[src/hw/rtl/gsd_pkg.sv]
// ----------------------------------------------------------------------------
// gsd_pkg
// Shared types, constants and step functions for the Gold-sequence
// descrambler: payload structs, sequencer states and the register steps.
// ----------------------------------------------------------------------------
package gsd_pkg;

    // sequence and sample geometry
    localparam int LFSR_W     = 31;
    localparam int SAMPLE_W   = 16;
    localparam int OFFSET_W   = 12;
    localparam int COUNT_W    = 13;
    localparam int CFG_DATA_W = 31;
    localparam int CFG_IDX_W  = 1;

    // fixed chips skipped on every restart
    localparam logic [COUNT_W-1:0] SKIP_CHIPS = COUNT_W'(1600);

    // function codes of an input request
    localparam logic FUNC_RESTART = 1'b0;
    localparam logic FUNC_SAMPLE  = 1'b1;

    // configuration register indexes
    localparam logic [CFG_IDX_W-1:0] CFG_GOLD_SEED   = CFG_IDX_W'(0);
    localparam logic [CFG_IDX_W-1:0] CFG_CHIP_OFFSET = CFG_IDX_W'(1);

    // saturation bounds of a soft value
    localparam logic signed [SAMPLE_W-1:0] SOFT_MIN = {1'b1, {(SAMPLE_W-1){1'b0}}};
    localparam logic signed [SAMPLE_W-1:0] SOFT_MAX = {1'b0, {(SAMPLE_W-1){1'b1}}};

    // input request payload
    typedef struct packed {
        logic                       func;
        logic signed [SAMPLE_W-1:0] soft_in;
    } item_t;

    // result payload
    typedef struct packed {
        logic signed [SAMPLE_W-1:0] soft_out;
        logic                       chip_bit;
    } result_t;

    // sequencer states
    typedef enum logic {
        GSD_IDLE,
        GSD_SKIP
    } gsd_state_t;

    // sequencer to shift-register unit control
    typedef struct packed {
        logic load;
        logic step;
        logic busy;
    } lfsr_ctrl_t;

    // first register: x1(n+31) = x1(n+3) ^ x1(n)
    function automatic logic [LFSR_W-1:0] step_first(input logic [LFSR_W-1:0] x);
        step_first = {x[0] ^ x[3], x[LFSR_W-1:1]};
    endfunction

    // second register: x2(n+31) = x2(n+3) ^ x2(n+2) ^ x2(n+1) ^ x2(n)
    function automatic logic [LFSR_W-1:0] step_second(input logic [LFSR_W-1:0] x);
        step_second = {x[0] ^ x[1] ^ x[2] ^ x[3], x[LFSR_W-1:1]};
    endfunction

endpackage

[src/hw/rtl/gsd_lfsr.sv]
// ----------------------------------------------------------------------------
// gsd_lfsr
// Pair of 31-bit shift registers with one shared step unit. Loads from the
// seed on restart and advances one chip per step command.
// ----------------------------------------------------------------------------
module gsd_lfsr
(
    input  logic                         clk,
    input  logic                         rst_n,
    input  gsd_pkg::lfsr_ctrl_t          ctrl,
    input  logic [gsd_pkg::LFSR_W-1:0]   seed,
    output logic                         chip
);

    logic [gsd_pkg::LFSR_W-1:0] first_reg;
    logic [gsd_pkg::LFSR_W-1:0] first_next;
    logic [gsd_pkg::LFSR_W-1:0] second_reg;
    logic [gsd_pkg::LFSR_W-1:0] second_next;

    // current chip is the xor of the two lowest bits
    assign chip = first_reg[0] ^ second_reg[0];

    // load or step
    always_comb
    begin
        first_next  = first_reg;
        second_next = second_reg;
        if (ctrl.load)
        begin
            first_next  = gsd_pkg::LFSR_W'(1);
            second_next = seed;
        end
        else if (ctrl.step)
        begin
            first_next  = gsd_pkg::step_first(first_reg);
            second_next = gsd_pkg::step_second(second_reg);
        end
    end

    always_ff @(posedge clk or negedge rst_n)
    begin
        if (!rst_n)
        begin
            first_reg  <= gsd_pkg::LFSR_W'(1);
            second_reg <= '0;
        end
        else
        begin
            first_reg  <= first_next;
            second_reg <= second_next;
        end
    end

endmodule

[src/hw/rtl/gsd_seq.sv]
// ----------------------------------------------------------------------------
// gsd_seq
// Sequencer: steps the registers once per sample; on a restart it loads them
// and then once per cycle through the fixed skip plus the configured offset.
// ----------------------------------------------------------------------------
module gsd_seq
(
    input  logic                          clk,
    input  logic                          rst_n,
    input  logic                          start,
    input  logic                          func,
    input  logic [gsd_pkg::OFFSET_W-1:0]  chip_offset,
    output gsd_pkg::lfsr_ctrl_t           ctrl
);

    gsd_pkg::gsd_state_t          state_reg;
    gsd_pkg::gsd_state_t          state_next;
    logic [gsd_pkg::COUNT_W-1:0]  count_reg;
    logic [gsd_pkg::COUNT_W-1:0]  count_next;
    logic [gsd_pkg::COUNT_W-1:0]  skip_total;

    assign skip_total = gsd_pkg::SKIP_CHIPS + gsd_pkg::COUNT_W'(chip_offset);

    // next state and skip counter
    always_comb
    begin
        state_next = state_reg;
        count_next = count_reg;
        case (state_reg)
            gsd_pkg::GSD_IDLE:
            begin
                if (start && (func == gsd_pkg::FUNC_RESTART))
                begin
                    count_next = skip_total;
                    if (skip_total != '0)
                    begin
                        state_next = gsd_pkg::GSD_SKIP;
                    end
                end
            end
            gsd_pkg::GSD_SKIP:
            begin
                count_next = count_reg - gsd_pkg::COUNT_W'(1);
                if (count_reg == gsd_pkg::COUNT_W'(1))
                begin
                    state_next = gsd_pkg::GSD_IDLE;
                end
            end
            default:
            begin
                state_next = gsd_pkg::GSD_IDLE;
                count_next = '0;
            end
        endcase
    end

    // control outputs
    always_comb
    begin
        ctrl = '0;
        case (state_reg)
            gsd_pkg::GSD_IDLE:
            begin
                ctrl.load = start && (func == gsd_pkg::FUNC_RESTART);
                ctrl.step = start && (func == gsd_pkg::FUNC_SAMPLE);
            end
            gsd_pkg::GSD_SKIP:
            begin
                ctrl.step = 1'b1;
                ctrl.busy = 1'b1;
            end
            default:
            begin
                ctrl = '0;
            end
        endcase
    end

    always_ff @(posedge clk or negedge rst_n)
    begin
        if (!rst_n)
        begin
            state_reg <= gsd_pkg::GSD_IDLE;
            count_reg <= '0;
        end
        else
        begin
            state_reg <= state_next;
            count_reg <= count_next;
        end
    end

endmodule

[src/hw/rtl/gsd_sign.sv]
// ----------------------------------------------------------------------------
// gsd_sign
// Sign flip with saturation and the result output register.
// ----------------------------------------------------------------------------
module gsd_sign
(
    input  logic                               clk,
    input  logic                               rst_n,
    input  logic                               load,
    input  logic signed [gsd_pkg::SAMPLE_W-1:0] soft_in,
    input  logic                               chip,
    input  logic                               result_stall,
    output logic                               result_valid,
    output gsd_pkg::result_t                   result
);

    logic                   valid_reg;
    logic                   valid_next;
    gsd_pkg::result_t       data_reg;
    gsd_pkg::result_t       data_next;

    // flip sign on a one chip, most negative value saturates
    always_comb
    begin
        data_next.chip_bit = chip;
        if (!chip)
        begin
            data_next.soft_out = soft_in;
        end
        else if (soft_in == gsd_pkg::SOFT_MIN)
        begin
            data_next.soft_out = gsd_pkg::SOFT_MAX;
        end
        else
        begin
            data_next.soft_out = -soft_in;
        end
    end

    // output valid: set on load, cleared once taken
    always_comb
    begin
        valid_next = valid_reg;
        if (load)
        begin
            valid_next = 1'b1;
        end
        else if (!result_stall)
        begin
            valid_next = 1'b0;
        end
    end

    always_ff @(posedge clk or negedge rst_n)
    begin
        if (!rst_n)
        begin
            valid_reg <= 1'b0;
        end
        else
        begin
            valid_reg <= valid_next;
        end
    end

    always_ff @(posedge clk)
    begin
        if (load)
        begin
            data_reg <= data_next;
        end
    end

    assign result_valid = valid_reg;
    assign result       = data_reg;

endmodule

[src/hw/rtl/gold_sequence_descrambler.sv]
// ----------------------------------------------------------------------------
// gold_sequence_descrambler
// Gold sequence generator with two 31-bit registers and soft-sample descrambler.
//
//   channel   direction  handshake                 payload
//   item      in         item_valid / item_stall   gsd_pkg::item_t
//   result    out        result_valid / result_stall gsd_pkg::result_t
//   config    in         cfg_we                    cfg_index, cfg_data
//
// A sample request's result sits in the output register the next cycle,
// and a new sample is taken while it drains unless result_stall holds it.
// A restart request loads the registers and skips 1600 + chip_offset chips:
// the shared step unit advances both registers one chip per cycle, and
// item_stall is high during the skip. A restart gives no result.
// After reset the sequence runs from first register 1, second register 0.
// ----------------------------------------------------------------------------
module gold_sequence_descrambler
(
    input  logic                              clk,
    input  logic                              rst_n,
    input  logic                              item_valid,
    output logic                              item_stall,
    input  gsd_pkg::item_t                    item,
    output logic                              result_valid,
    input  logic                              result_stall,
    output gsd_pkg::result_t                  result,
    input  logic                              cfg_we,
    input  logic [gsd_pkg::CFG_IDX_W-1:0]     cfg_index,
    input  logic [gsd_pkg::CFG_DATA_W-1:0]    cfg_data
);

    logic [gsd_pkg::LFSR_W-1:0]    gold_seed_reg;
    logic [gsd_pkg::OFFSET_W-1:0]  chip_offset_reg;
    gsd_pkg::lfsr_ctrl_t           ctrl;
    logic                          accept;
    logic                          chip;

    // configuration registers
    always_ff @(posedge clk or negedge rst_n)
    begin
        if (!rst_n)
        begin
            gold_seed_reg   <= '0;
            chip_offset_reg <= '0;
        end
        else if (cfg_we)
        begin
            case (cfg_index)
                gsd_pkg::CFG_GOLD_SEED:
                begin
                    gold_seed_reg <= cfg_data[gsd_pkg::LFSR_W-1:0];
                end
                gsd_pkg::CFG_CHIP_OFFSET:
                begin
                    chip_offset_reg <= cfg_data[gsd_pkg::OFFSET_W-1:0];
                end
                default:
                begin
                end
            endcase
        end
    end

    // input handshake
    assign item_stall = ctrl.busy || (result_valid && result_stall);
    assign accept     = item_valid && !item_stall;

    gsd_seq u_seq
    (
        .clk         (clk),
        .rst_n       (rst_n),
        .start       (accept),
        .func        (item.func),
        .chip_offset (chip_offset_reg),
        .ctrl        (ctrl)
    );

    gsd_lfsr u_lfsr
    (
        .clk   (clk),
        .rst_n (rst_n),
        .ctrl  (ctrl),
        .seed  (gold_seed_reg),
        .chip  (chip)
    );

    gsd_sign u_sign
    (
        .clk          (clk),
        .rst_n        (rst_n),
        .load         (accept && (item.func == gsd_pkg::FUNC_SAMPLE)),
        .soft_in      (item.soft_in),
        .chip         (chip),
        .result_stall (result_stall),
        .result_valid (result_valid),
        .result       (result)
    );

endmodule

[config.mk]
export PLATFORM = sky130hd
export DESIGN_NAME = gold_sequence_descrambler
export DESIGN_NICKNAME = d
export VERILOG_FILES = /design/src/hw/rtl/gsd_pkg.sv /design/src/hw/rtl/gsd_lfsr.sv /design/src/hw/rtl/gsd_seq.sv /design/src/hw/rtl/gsd_sign.sv /design/src/hw/rtl/gold_sequence_descrambler.sv
export SDC_FILE = /design/constraint.sdc
export NUM_CORES = 1
export LEC_CHECK = 0
export BUFFER_PORTS_ARGS = -buffer_cell sky130_fd_sc_hd__buf_2
export CAP_MARGIN = 15
export CORE_MARGIN = 2
export CORE_UTILIZATION = 55
export DETAILED_ROUTE_END_ITERATION = 8
export GPL_ROUTABILITY_DRIVEN = 0
export GPL_TIMING_DRIVEN = 0
export HOLD_SLACK_MARGIN = 0.12
export MAX_ROUTING_LAYER = met4
export PLACE_DENSITY = 0.76
export SLEW_MARGIN = 20
export SYNTH_ARGS = -nofsm -noshare
export SYNTH_HDL_FRONTEND = slang
export SYNTH_SLANG_ARGS = --single-unit
[constraint.sdc]
create_clock -name clk -period 3.8 [get_ports clk]
set_clock_uncertainty 0.05 [all_clocks]
set_input_delay 0.19 -clock clk [delete_from_list [all_inputs] [get_ports clk]]
set_output_delay 0.19 -clock clk [all_outputs]
set_load 0.05 [all_outputs]
======== After elaboration in Yosys (flattened, before gate mapping) ========
Cells that the tools add are included.
storage, ports and cells
  word-level logic and storage cells ...... 51
  bits of input ports ..................... 54
  register bits after elaboration ......... 137
  output and inout port bits .............. 19
operators by class
  bitwise operators ....................... 8
  equality and inequality tests ........... 4
  $add $sub $neg .......................... 3
  multiplexer cells ....................... 17
  reduce and logical (&&, ||, !) cells .... 10
operator list
  operator                                                                number
  31-bit 2-to-1 mux                                                       4
  16-bit 2-to-1 mux                                                       2
  13-bit case mux with 2 select lines                                     1
  16-bit equality test, second input constant                             1
  16-bit negator                                                          1
  11-bit by 12-bit adder with 13-bit output, first input constant         1
  13-bit by 1-bit equality test with 1-bit output, second input constant  1
  13-bit 2-to-1 mux                                                       1
  13-bit nonzero test                                                     1
  13-bit by 1-bit subtractor with 13-bit output, second input constant    1
  1-bit 2-to-1 mux                                                        7
  1-bit bitwise XOR                                                       5
  1-bit logical AND                                                       4
  2-bit by 1-bit != test with 1-bit output, second input constant         2
  1-bit case mux with 2 select lines                                      2
  2-bit AND reduction                                                     2
  1-bit NOT                                                               3
  2-bit nonzero test                                                      1
  1-bit zero test                                                         1
  1-bit logical OR                                                        1

======== Logic depth before layout (Yosys ltp) ========
  depth after elaboration ................. 8
  mapped depth ............................ 7
  depth with buffers taken out ............ 6

======== Modules after synthesis ========
From an unflattened synthesis, not the netlist that was laid out.
second synthesis, totals
  cell total of the unflattened synthesis .. 530
  area, all modules ....................... 6354.8 um^2
by module, submodules not included
  module                     area an instance (um^2)  sequential area each (um^2)  cells an instance  times used
  gsd_lfsr                   2733.9                   1552.7                       240                1
  gold_sequence_descrambler  1661.6                   1076.0                       96                 1
  gsd_seq                    983.4                    350.3                        108                1
  gsd_sign                   975.9                    535.5                        86                 1

======== Worst setup path after synthesis ========
Ideal clock, no wire load.
  kind .................................... input-to-reg
  from .................................... input item[7] in the netlist's numbering
  to ...................................... register u_sign.data_reg, in the netlist u_sign.result[16] (data pin)
  setup slack ............................. 1.657 ns
  required time ........................... 3.491 ns
  cell stages on the path ................. 6
  setup time .............................. 0.259 ns
  buffers on the path ..................... 2
  arrival time ............................ 1.834 ns
  path through ............................ or4_1 buf_2 or3_1 buf_2 o31a_1 a211o_1
RTL lines
  element               line                             text
  start, declared       gold_sequence_descrambler.sv:23  input gsd_pkg::item_t item,
  end signal, assigned  gsd_sign.sv:70                   data_reg <= data_next;
  end, declared         gsd_sign.sv:19                   gsd_pkg::result_t data_reg;

==> results_dict.tcl <==
set metrics [dict create \
    status "completed" \
    reg2reg_depth 8 \
    worstHoldStart "item_valid" \
    min_path_type "in -> reg" \
    route.detailed.drc 0 \
    cp_max_fo 10 \
    start_util_pct 56.50 \
    grt_overflow 0 \
    avgSynthCellArea_um2 10.71 \
    cts.sinks 137 \
    n_fill_cell 756 \
    relSlewSlack_pct 41.22 \
    endpoint_kind "register" \
    final_cell_mix "dfrtp_1, nand2_1, buf_2" \
    yosysWarnings 0 \
    fin_crit_ns 3.277 \
    cts_buffer_depth 2 \
    powerDensity_nw_per_um2 455.0 \
    ctsRootBufferMaster "clkbuf_8" \
    synth_flop_cell "dfrtp_1" \
    synth-edff-count 17 \
    final_area_um2 7869 \
    ys_seq_area_share_pct 57.39 \
    die_w_um 109.5 \
    core_um2 10840 \
    setup_viol 0 \
    num_antenna_cells 0 \
    power_leakage_nw 3.449 \
    top_layer "met4" \
    rr_endpoint "u_sign.result[7]$_DFFE_PP_" \
    netlist_area_um2 6125 \
    firstDrtPassIters 7 \
    cp.required_ns 4.15 \
    arrival_ns 3.63 \
    cts_setup_buffers 0 \
    synth_cell_types 54 \
    synthCells 572 \
    dp.cells 785 \
    final_common_cell "dfrtp_1" \
    drive_gt1_share_pct 21.27 \
    nNetsFinal 786 \
    hold_end "u_seq.count_reg[8]$_DFFE_PN0P_" \
    irDropWorstVdd_mv 0.4863 \
    worst-slew-pin-transition_ns 0.8754 \
    utilization_pct 72.59 \
    dp_hpwl_um 9026 \
    wl_met3_um 917 \
    synthTopCellsByArea "dfrtp_1, edfxtp_1, mux2_2" \
    multi_input_area_um2 2430 \
    maxCapViolCount 0 \
    synth_largest_area_cell "dfrtp_1" \
    final_max_slew_viol_count 0 \
    final_hold_viol_count 0 \
    cts.clk_slew.worst_paths_ns 0.06 \
    cts_made_buffers 17 \
    post-route-period-util_pct 86.24 \
    grt_pass1_wl_um 24210 \
    synth_nets 631 \
    crit_type "reg -> reg" \
    synthArstFlopShare_pct 87.59 \
    grt_max_degree 79 \
    finalSetupTns_ns 0 \
    rows 38 \
    ios 73 \
    portBuffers 72 \
    area_delta_synth_final_pct 28.48 \
    vias 5117 \
    ys_seq_elements 137 \
    place_area_um2 6694 \
    wl_met1_um 6120 \
    cts_tree "yes" \
    holdWs_ns 0.2425 \
    grt_pass1_vias 5017 \
    drt_iter0_markers 368 \
    rrSetupSlack_ns 0.52 \
    die_height_um 109.5 \
    ant_nets 0 \
    rsz0062_at_grt "false" \
    reg2reg_from "u_lfsr.second_reg[0]$_DFFE_PN0P_" \
    die_area_um2 12000 \
    min_path_cells 5 \
    fmaxAchievable_mhz 305.1 \
    cts-htree-levels 4 \
    finalNonFillerCells 878 \
    vias_per_cell 5.828 \
    dr_wl_met2_um 7316 \
    track_usage_pct 27.37 \
    yosys.area.top_type_share_pct 48.62 \
    wirelength_um 14680 \
    regArea_um2 3515 \
    cp-start-kind "register" \
    antenna_found_initial 0 \
    wl_per_cell_um 16.72 \
    insertion_delay_ns 0.53 \
]
repair_timing:
action	in CTS	in global routing
hold buffers	63	0
resized for setup	0	0
endpoints found under the setup margin	0	0
endpoints found under the hold margin	180	0
worst max-delay path by stage:
stage                                                start                            end  slack, ns  cells past startpoint
final                     u_lfsr.second_reg[0]$_DFFE_PN0P_     u_sign.result[7]$_DFFE_PP_       0.52                      8
after global routing      u_lfsr.second_reg[0]$_DFFE_PN0P_     u_sign.result[7]$_DFFE_PP_       0.30                      8
after CTS                 u_lfsr.second_reg[0]$_DFFE_PN0P_     u_sign.result[7]$_DFFE_PP_       0.66                      8
after detailed placement                           item[0]     u_sign.result[6]$_DFFE_PP_       1.33                      8
after global placement                               rst_n  gold_seed_reg[18]$_DFFE_PN0P_       1.05                      1
after floorplan                                    item[7]    u_sign.result[16]$_DFFE_PP_       1.66                      6
metal layers:
layer / vias up / GRT usage [%]
met4: 0 / 10.13
met2: 232 / 43.08
met5: - / -
met3: 35 / 7.054
met1: 2491 / 34.42
li1: 2359 / -
worst max-delay path, cell delays in order, from the launching register on:
cell and delay, ns:
dfrtp_1 0.41, xnor2_1 0.72, inv_1 0.29, clkbuf_1 0.30
o21ai_0 0.13, nand2_1 0.07, dlygate4sd3_1 0.55, o21ai_0 0.07
dlygate4sd3_1 0.55
cell usage after synthesis, drive strengths merged, types with 2 or more instances:
cell	count
dfrtp	119
nand2	111
mux2	43
a21oi	37
nand3	35
a22oi	33
o21ai	28
clkbuf	25
edfxtp	17
nor2	14
inv	11
buf	10
xnor2	9
xor2	9
nor4	6
or4	6
ha	5
nor3	5
o31ai	5
a311oi	3
o41ai	3
or3	3
a21o	2
and3	2
nand2b	2
nand4	2
nor2b	2
o311ai	2
or4b	2
cell type report:
| class | instances | area share [%] |
|---|---|---|
| Multi-Input combinational cell | 389 | 30.88 |
| Tap cell | 140 | 2.226 |
| Clock buffer | 22 | 5.883 |
| Timing Repair Buffer | 136 | 13.15 |
| Clock inverter | 8 | 0.9063 |
| Sequential cell | 137 | 44.67 |
| Buffer | 35 | 1.765 |
| Inverter | 11 | 0.5247 |
metrics by stage:
| stage | setup WS, ns | power [mW] |
|---|---|---|
| 4_1_cts | 0.6612 | 3.587 |
| 3_5_place_dp | 1.331 | 2.046 |
| 5_1_grt | 0.2999 | 3.727 |
| 6_report | 0.5228 | 3.580 |
| 2_1_floorplan | 1.657 | 1.907 |
| 3_3_place_gp | 1.054 | 2.018 |
power by group:
| group | leakage (nW) | total (mW) | switching, mW | internal [mW] |
|---|---|---|---|---|
| clock | 0.263 | 1.49 | 0.586 | 0.907 |
| combinational | 1.51 | 0.381 | 0.177 | 0.204 |
| sequential | 1.67 | 1.71 | 0.106 | 1.60 |
kinds of logic (layout without fill, tap and decap cells):
logic type / count (synthesis) / after routing / share of synthesized area, %
buf+inv: 46 / 212 / 2.942
flops: 137 / 137 / 57.39
simple gates: 195 / 195 / 14.61
fa+ha+maj: 5 / 5 / 1.021
compound gates: 127 / 127 / 13.40
xor+xnor: 18 / 18 / 2.574
mux: 44 / 44 / 8.069
Power figures use the tool's default switching activity.
